--- src/edit_distance_engine_core_defines.svh ---
// Assertion macros for the edit distance core.
// Both expect clk_i and rst_ni in the scope where they are used.
`ifndef EDIT_DISTANCE_ENGINE_CORE_DEFINES_SVH
`define EDIT_DISTANCE_ENGINE_CORE_DEFINES_SVH

// Same-cycle implication, disabled while in reset.
`define EDE_ASSERT_IMP(lbl, ante, cons) \
  lbl: assert property (@(posedge clk_i) disable iff (!rst_ni) (ante) |-> (cons)) \
    else $error("edit distance core: same-cycle check failed");

// Next-cycle implication, disabled while in reset.
`define EDE_ASSERT_NXT(lbl, ante, cons) \
  lbl: assert property (@(posedge clk_i) disable iff (!rst_ni) (ante) |=> (cons)) \
    else $error("edit distance core: next-cycle check failed");

`endif

--- src/ede_pkg.sv ---
// ----------------------------------------------------------------------------
// ede_pkg
// Shared types and constants of the edit distance core.
// ----------------------------------------------------------------------------
`timescale 1ns / 1ps

package ede_pkg;

  localparam int MaxLen  = 32;
  localparam int CntW    = $clog2(MaxLen + 1);
  localparam int IdxW    = (MaxLen > 1) ? $clog2(MaxLen) : 1;
  localparam int SymW    = 8;
  localparam int DistW   = 6;
  localparam int DistMax = (1 << DistW) - 1;

  typedef enum logic [1:0] {
    ActStart   = 2'd0,
    ActAppend  = 2'd1,
    ActProcess = 2'd2,
    ActFinish  = 2'd3
  } ede_action_e;

  typedef struct packed {
    ede_action_e           action;
    logic [SymW-1:0]       symbol;
  } ede_in_t;

  typedef struct packed {
    logic [DistW-1:0]      edit_distance;
    logic                  overflowed;
  } ede_out_t;

  // Wavefront data handed from one column cell to the next.
  typedef struct packed {
    logic                  vld;
    logic [SymW-1:0]       sym;
    logic [CntW-1:0]       new_cost;   // updated cost of the left column
    logic [CntW-1:0]       old_cost;   // cost of the left column before update
  } ede_link_t;

  // Per-cell control from the top level.
  typedef struct packed {
    logic                  clear;
    logic                  wr_en;
    logic [SymW-1:0]       wr_sym;
  } ede_cell_ctl_t;

endpackage

--- src/ede_cell.sv ---
// ----------------------------------------------------------------------------
// ede_cell
// One column of the edit distance row: holds a first-word character and its
// cost entry, updates it as a second-word character passes by.
// ----------------------------------------------------------------------------
`timescale 1ns / 1ps

module ede_cell (
  input  logic                      clk_i,
  input  logic                      rst_ni,
  input  ede_pkg::ede_cell_ctl_t    ctl_i,
  input  logic [ede_pkg::CntW-1:0]  col_i,
  input  ede_pkg::ede_link_t        link_i,
  output ede_pkg::ede_link_t        link_o,
  output logic [ede_pkg::CntW-1:0]  cost_o
);
  import ede_pkg::*;

  logic [SymW-1:0] ch_q;
  logic [CntW-1:0] cost_q, cost_d;
  logic            fresh_q;
  logic [CntW-1:0] cost_eff, min_lr, min_all;
  logic            out_vld_q;
  logic [SymW-1:0] out_sym_q;
  logic [CntW-1:0] out_new_q, out_old_q;

  // A fresh cell reads as its column index.
  assign cost_eff = fresh_q ? col_i : cost_q;
  assign cost_o   = cost_eff;

  always_comb begin
    min_lr  = (link_i.old_cost < link_i.new_cost) ? link_i.old_cost : link_i.new_cost;
    min_all = (min_lr < cost_eff) ? min_lr : cost_eff;
    if (ch_q == link_i.sym) begin
      cost_d = link_i.old_cost;
    end else begin
      cost_d = min_all + CntW'(1);
    end
  end

  always_ff @(posedge clk_i) begin
    if (ctl_i.wr_en) begin
      ch_q <= ctl_i.wr_sym;
    end
  end

  always_ff @(posedge clk_i or negedge rst_ni) begin
    if (!rst_ni) begin
      fresh_q   <= 1'b1;
      out_vld_q <= 1'b0;
    end else if (ctl_i.clear) begin
      fresh_q   <= 1'b1;
      out_vld_q <= 1'b0;
    end else begin
      out_vld_q <= link_i.vld;
      if (link_i.vld) begin
        fresh_q <= 1'b0;
      end
    end
  end

  always_ff @(posedge clk_i) begin
    if (link_i.vld) begin
      cost_q    <= cost_d;
      out_sym_q <= link_i.sym;
      out_new_q <= cost_d;
      out_old_q <= cost_eff;
    end
  end

  assign link_o.vld      = out_vld_q;
  assign link_o.sym      = out_sym_q;
  assign link_o.new_cost = out_new_q;
  assign link_o.old_cost = out_old_q;

endmodule

--- src/edit_distance_engine_core.sv ---
// ----------------------------------------------------------------------------
// edit_distance_engine_core
// Levenshtein distance engine built as a systolic chain of column cells.
// ----------------------------------------------------------------------------
//   channel | signals                        | moves
//   --------+--------------------------------+-------------------------------
//   in      | in_valid_i, in_ready_o, in_i   | action and symbol, one item
//   out     | out_valid_o, out_ready_i, out_o| distance and overflow flag
//
// Start, append and process items never stall; process items may
// follow back to back, each sweeping the cell chain one column per cycle.
// A finish item waits until the wavefront has left the chain and for a
// free output reg.
// Reset is immediate: no clearing pass; cells read as their column index.
// Only a finish item stalls on out_ready_i.
`timescale 1ns / 1ps

module edit_distance_engine_core (
  input  logic             clk_i,
  input  logic             rst_ni,
  input  logic             in_valid_i,
  output logic             in_ready_o,
  input  ede_pkg::ede_in_t in_i,
  output logic             out_valid_o,
  input  logic             out_ready_i,
  output ede_pkg::ede_out_t out_o
);
  import ede_pkg::*;
  `include "edit_distance_engine_core_defines.svh"

  logic                in_acc, start_acc, app_acc, proc_acc, fin_acc;
  logic                app_ok, proc_ok;
  logic [CntW-1:0]     first_len_q, first_len_d;
  logic [CntW-1:0]     sec_len_q, sec_len_d;
  logic                ovf_q, ovf_d;
  logic [CntW-1:0]     drain_q, drain_d;
  logic                head_vld_q;
  logic [SymW-1:0]     head_sym_q;
  logic [CntW-1:0]     head_new_q, head_old_q;
  logic                out_vld_q;
  ede_out_t            out_q, out_d;
  ede_link_t           link [MaxLen+1];
  logic [CntW-1:0]     cost [MaxLen];
  logic [MaxLen:0]     link_vld;
  logic [CntW-1:0]     sel_cost;
  logic [CntW-1:0]     last_idx;

  assign in_acc    = in_valid_i && in_ready_o;
  assign start_acc = in_acc && (in_i.action == ActStart);
  assign app_acc   = in_acc && (in_i.action == ActAppend);
  assign proc_acc  = in_acc && (in_i.action == ActProcess);
  assign fin_acc   = in_acc && (in_i.action == ActFinish);

  assign app_ok  = app_acc && (sec_len_q == '0) && (first_len_q < CntW'(MaxLen));
  assign proc_ok = proc_acc && (sec_len_q < CntW'(MaxLen));

  assign in_ready_o = (in_i.action != ActFinish) ||
                      ((drain_q == '0) && (!out_vld_q || out_ready_i));

  // Control state updates.
  always_comb begin
    first_len_d = first_len_q;
    sec_len_d   = sec_len_q;
    ovf_d       = ovf_q;
    drain_d     = (drain_q != '0) ? drain_q - CntW'(1) : drain_q;
    if (start_acc) begin
      first_len_d = '0;
      sec_len_d   = '0;
      ovf_d       = 1'b0;
      drain_d     = '0;
    end else if (app_acc && (sec_len_q == '0)) begin
      if (app_ok) begin
        first_len_d = first_len_q + CntW'(1);
      end else begin
        ovf_d = 1'b1;
      end
    end else if (proc_acc) begin
      if (proc_ok) begin
        sec_len_d = sec_len_q + CntW'(1);
        drain_d   = CntW'(MaxLen);
      end else begin
        ovf_d = 1'b1;
      end
    end
  end

  always_ff @(posedge clk_i or negedge rst_ni) begin
    if (!rst_ni) begin
      first_len_q <= '0;
      sec_len_q   <= '0;
      ovf_q       <= 1'b0;
      drain_q     <= '0;
      head_vld_q  <= 1'b0;
    end else begin
      first_len_q <= first_len_d;
      sec_len_q   <= sec_len_d;
      ovf_q       <= ovf_d;
      drain_q     <= drain_d;
      head_vld_q  <= proc_ok;
    end
  end

  // Inject the column-zero costs alongside the symbol.
  always_ff @(posedge clk_i) begin
    if (proc_ok) begin
      head_sym_q <= in_i.symbol;
      head_new_q <= sec_len_q + CntW'(1);
      head_old_q <= sec_len_q;
    end
  end

  assign link[0].vld      = head_vld_q;
  assign link[0].sym      = head_sym_q;
  assign link[0].new_cost = head_new_q;
  assign link[0].old_cost = head_old_q;

  for (genvar k = 0; k < MaxLen; k++) begin : g_cell
    ede_cell_ctl_t ctl;

    assign ctl.clear  = start_acc;
    assign ctl.wr_en  = app_ok && (first_len_q == CntW'(k));
    assign ctl.wr_sym = in_i.symbol;

    ede_cell u_cell (
      .clk_i  (clk_i),
      .rst_ni (rst_ni),
      .ctl_i  (ctl),
      .col_i  (CntW'(k + 1)),
      .link_i (link[k]),
      .link_o (link[k+1]),
      .cost_o (cost[k])
    );
  end

  for (genvar k = 0; k <= MaxLen; k++) begin : g_vld
    assign link_vld[k] = link[k].vld;
  end

  // Bottom-right entry of the row, saturated to the output width.
  assign last_idx = first_len_q - CntW'(1);

  always_comb begin
    if (first_len_q == '0) begin
      sel_cost = sec_len_q;
    end else begin
      sel_cost = cost[last_idx[IdxW-1:0]];
    end
    if (int'(sel_cost) > DistMax) begin
      out_d.edit_distance = DistW'(DistMax);
    end else begin
      out_d.edit_distance = DistW'(sel_cost);
    end
    out_d.overflowed = ovf_q;
  end

  always_ff @(posedge clk_i or negedge rst_ni) begin
    if (!rst_ni) begin
      out_vld_q <= 1'b0;
    end else if (fin_acc) begin
      out_vld_q <= 1'b1;
    end else if (out_ready_i) begin
      out_vld_q <= 1'b0;
    end
  end

  always_ff @(posedge clk_i) begin
    if (fin_acc) begin
      out_q <= out_d;
    end
  end

  assign out_valid_o = out_vld_q;
  assign out_o       = out_q;

  `EDE_ASSERT_IMP(a_len_bound, 1'b1, (first_len_q <= CntW'(MaxLen)) && (sec_len_q <= CntW'(MaxLen)))
  `EDE_ASSERT_IMP(a_chain_drained, drain_q == '0, link_vld[MaxLen-1:0] == '0)
  `EDE_ASSERT_NXT(a_finish_loads, fin_acc, out_valid_o && (out_o.overflowed == $past(ovf_q)))
  `EDE_ASSERT_IMP(a_out_from_finish, $rose(out_valid_o), $past(fin_acc))
  `EDE_ASSERT_NXT(a_late_append_dropped, app_acc && (sec_len_q != '0), $stable(first_len_q))

endmodule

--- config.mk ---
export PLATFORM = sky130hd
export DESIGN_NAME = edit_distance_engine_core
export DESIGN_NICKNAME = d
export VERILOG_FILES = /design/src/ede_pkg.sv /design/src/ede_cell.sv /design/src/edit_distance_engine_core.sv
export VERILOG_INCLUDE_DIRS = /design/src /design/src/src
export SDC_FILE = /design/constraint.sdc
export NUM_CORES = 2
export LEC_CHECK = 0
export BUFFER_PORTS_ARGS = -buffer_cell sky130_fd_sc_hd__buf_2
export CAP_MARGIN = 20
export CORE_ASPECT_RATIO = 2
export CORE_UTILIZATION = 59
export DETAILED_ROUTE_END_ITERATION = 16
export MAX_ROUTING_LAYER = met4
export PLACE_DENSITY = 0.79
export SLEW_MARGIN = 20
export SYNTH_ARGS = -nofsm -noshare
export SYNTH_HDL_FRONTEND = slang
export SYNTH_HIERARCHICAL = 1
export SYNTH_SLANG_ARGS = --single-unit
--- constraint.sdc ---
create_clock -name clk_i -period 4.15 [get_ports clk_i]
set_input_delay 1.245 -clock clk_i [delete_from_list [all_inputs] [get_ports clk_i]]
set_output_delay 1.245 -clock clk_i [all_outputs]
set_load 0.02 [all_outputs]
==> run summary <==
max-cap violations -> 0
sequential power share -> 40.2%
Hold Vio Cnt, Final -> 0
drc violations -> 0
fmax -> 238 MHz
row cnt -> 166
die area -> 105000 um2
Slew HR -> 20.8%
Avg Cell Area, Syn -> 11.7 um2
clk buf depth -> 3
CTS tree -> built
initial antenna violation count -> 6
r2r setup slk -> -0.05 ns
hold_buf cts -> 0
total gr overflow -> 0
worst slew pin tran -> 1.18 ns
clk_skew -> 0.0344 ns
Clk pwr share -> 31.1%
crit path kind -> flip-flop to flip-flop
critical path endpoint category -> flip-flop
Final min period -> 4.20 ns
Worst-path clk slew -> 0.08 ns
CTS sink count -> 993
vias in the first global route -> 46900
final setup margin -> -0.0456 ns
clk root buf -> clkbuf_16
Area growth, synth to finish -> 17.1%
global placement routability congestion -> 1.04
cells after synthesis -> 5201
Leakage Power -> 28.3 nW
failing checks -> setup timing
Comb pwr share -> 28.7%
Hold Path Class -> flip-flop to flip-flop
GRT Total Usage -> 33.9%
Place WS -> -0.134 ns
max-slew violation count -> 0
I/O Pins -> 23
synth warn -> 6
Net count, final -> 6231
post-synthesis cell area -> 60900 um2
Critical Path Fanout Max -> 4
Sw Share -> 32.2%
Switch Pwr -> 0.00940 W
via/cell ratio -> 6.18
PortBufs -> 22
Startpoint Class -> flip-flop
first-pass GRT wire length -> 261000 um
Die Width -> 229 um
RSZ-0062 raised after global routing -> yes
P_int -> 0.0198 W
Worst EP required -> 4.62 ns
Core ar. -> 102000 um2
layout cells sized above 1 -> 25.0%
Min Hold Slack -> 0.447 ns
final worst-path cycle share -> 101%
crit path launch -> g_cell[9].u_cell/out_old_q[4]
Fill cells -> 7169
die height -> 456 um
Reg2Reg Capture Point -> g_cell[10].u_cell/out_new_q[4]
number of cells on the worst reg-to-reg path -> 16
vias -> 45000
status -> complete, but fails checks
Worst-Skew Late Latency -> 0.72 ns
detailed placer's ending HPWL -> 131000 um
R2R Path Start -> g_cell[9].u_cell/out_old_q[4]
Worst EP arrival -> 4.66 ns
final WL -> 175000 um
DRT iter0 DRCs -> 2923
IR drop worst, VDD -> 0.000551 V
final setup vio count -> 1
Initial Util -> 59.5%
CP endpoint -> g_cell[10].u_cell/out_new_q[4]
DR WL/cell -> 24.0 um
Post-DRT Antenna Nets -> 0
pin count of the biggest net entering global routing -> 58
TritonRoute pass-1 iters -> 8
TritonCTS buffer count -> 88
CTS H-Tree Depth -> 3
PwrDens -> 409 nW/um2
cell type report:
class	instances	area, um2	area share (%)
Antenna cell	4	10.0	0.0140
Sequential cell	993	29400	41.3
Clock inverter	60	857	1.20
Multi-Input combinational cell	3802	31500	44.1
Clock buffer	105	2350	3.29
Inverter	470	1770	2.47
Timing Repair Buffer	502	3770	5.28
Tap cell	1344	1680	2.36
sequential cells by signal, indices dropped and copies added, names as in the netlist, 7 cells and up:
signal	count
head_sym_q	8
g_cell.u_cell/fresh_q	32
g_cell.u_cell/ch_q	256
g_cell.u_cell/out_vld_q	31
g_cell.u_cell/out_sym_q	248
g_cell.u_cell/out_new_q	192
out_o	7
g_cell.u_cell/out_old_q	186
layout by cell type (no fill, tap or decap), types with 147 or more instances in the layout:
cell	count
a21oi_1	192
mux2_2	163
xor2_1	147
nand2_1	291
nor2_1	325
nand4_1	175
inv_1	462
edfxtp_1	909
mux2i_1	343
ha_1	299
conb_1	192
xnor2_1	232
buf_4	478
stage by stage:
stage | area, um2 | total power (W) | util (%) | std cells | TNS, ns
6_report | 71300 | 0.0292 | 69.7 | 7280 | -0.0456
5_1_grt | 71300 | 0.0301 | 69.7 | 7280 | -1.25
4_1_cts | 69400 | 0.0288 | 67.8 | 7214 | -0.0170
3_5_place_dp | 65600 | 0.0196 | 64.1 | 7030 | -0.764
3_3_place_gp | 65600 | 0.0195 | 64.1 | 7030 | -0.0643
2_1_floorplan | 61600 | 0.0168 | - | 5391 | 0
worst max-delay path, stage by stage (launching register included):
cell and delay, ns:
edfxtp_1 0.45, ha_1 0.37, o21a_1 0.22, a21oi_4 0.20, o21a_4 0.18, mux2_4 0.33
ha_4 0.23, a21oi_2 0.13, o21ai_2 0.10, nor4_2 0.32, mux2i_2 0.16, nand2_4 0.09
mux2_4 0.31, ha_4 0.18, a311oi_2 0.33, a221oi_2 0.08, mux2_4 0.27
per-layer routing:
layer	part of all wire, %	track usage (%)	vias up
li1	-	-	20400
met1	30	28.5	22000
met2	55	63.5	1748
met3	5.2	4.99	823
met4	9.7	29.3	0
met5	0	-	-
power by group through the flow:
stage               combinational [W]  clock, W  sequential [W]
floorplan                     0.00510         0          0.0117
global placement              0.00753         0          0.0119
detailed placement            0.00766         0          0.0120
CTS                           0.00783   0.00918          0.0117
global route                  0.00886   0.00951          0.0118
finish                        0.00837   0.00909          0.0117
worst min path at each step:
stage,from,endpoint,depth (start not counted)
finish,g_cell[1].u_cell/out_sym_q[1],g_cell[2].u_cell/out_sym_q[1],0
global route,g_cell[1].u_cell/out_sym_q[1],g_cell[2].u_cell/out_sym_q[1],0
CTS,g_cell[1].u_cell/out_sym_q[1],g_cell[2].u_cell/out_sym_q[1],0
detailed placement,ovf_q,out_o[0],0
global placement,g_cell[29].u_cell/out_sym_q[0],g_cell[30].u_cell/out_sym_q[0],0
floorplan,sec_len_q[5],head_old_q[5],0
what timing repair did:
action	4_1_cts	5_1_grt
setup buffers	19	64
endpoints found under the setup margin	21	100
pin swaps	34	98
gates resized for setup	81	271
(Power assumes the default switching activity.)
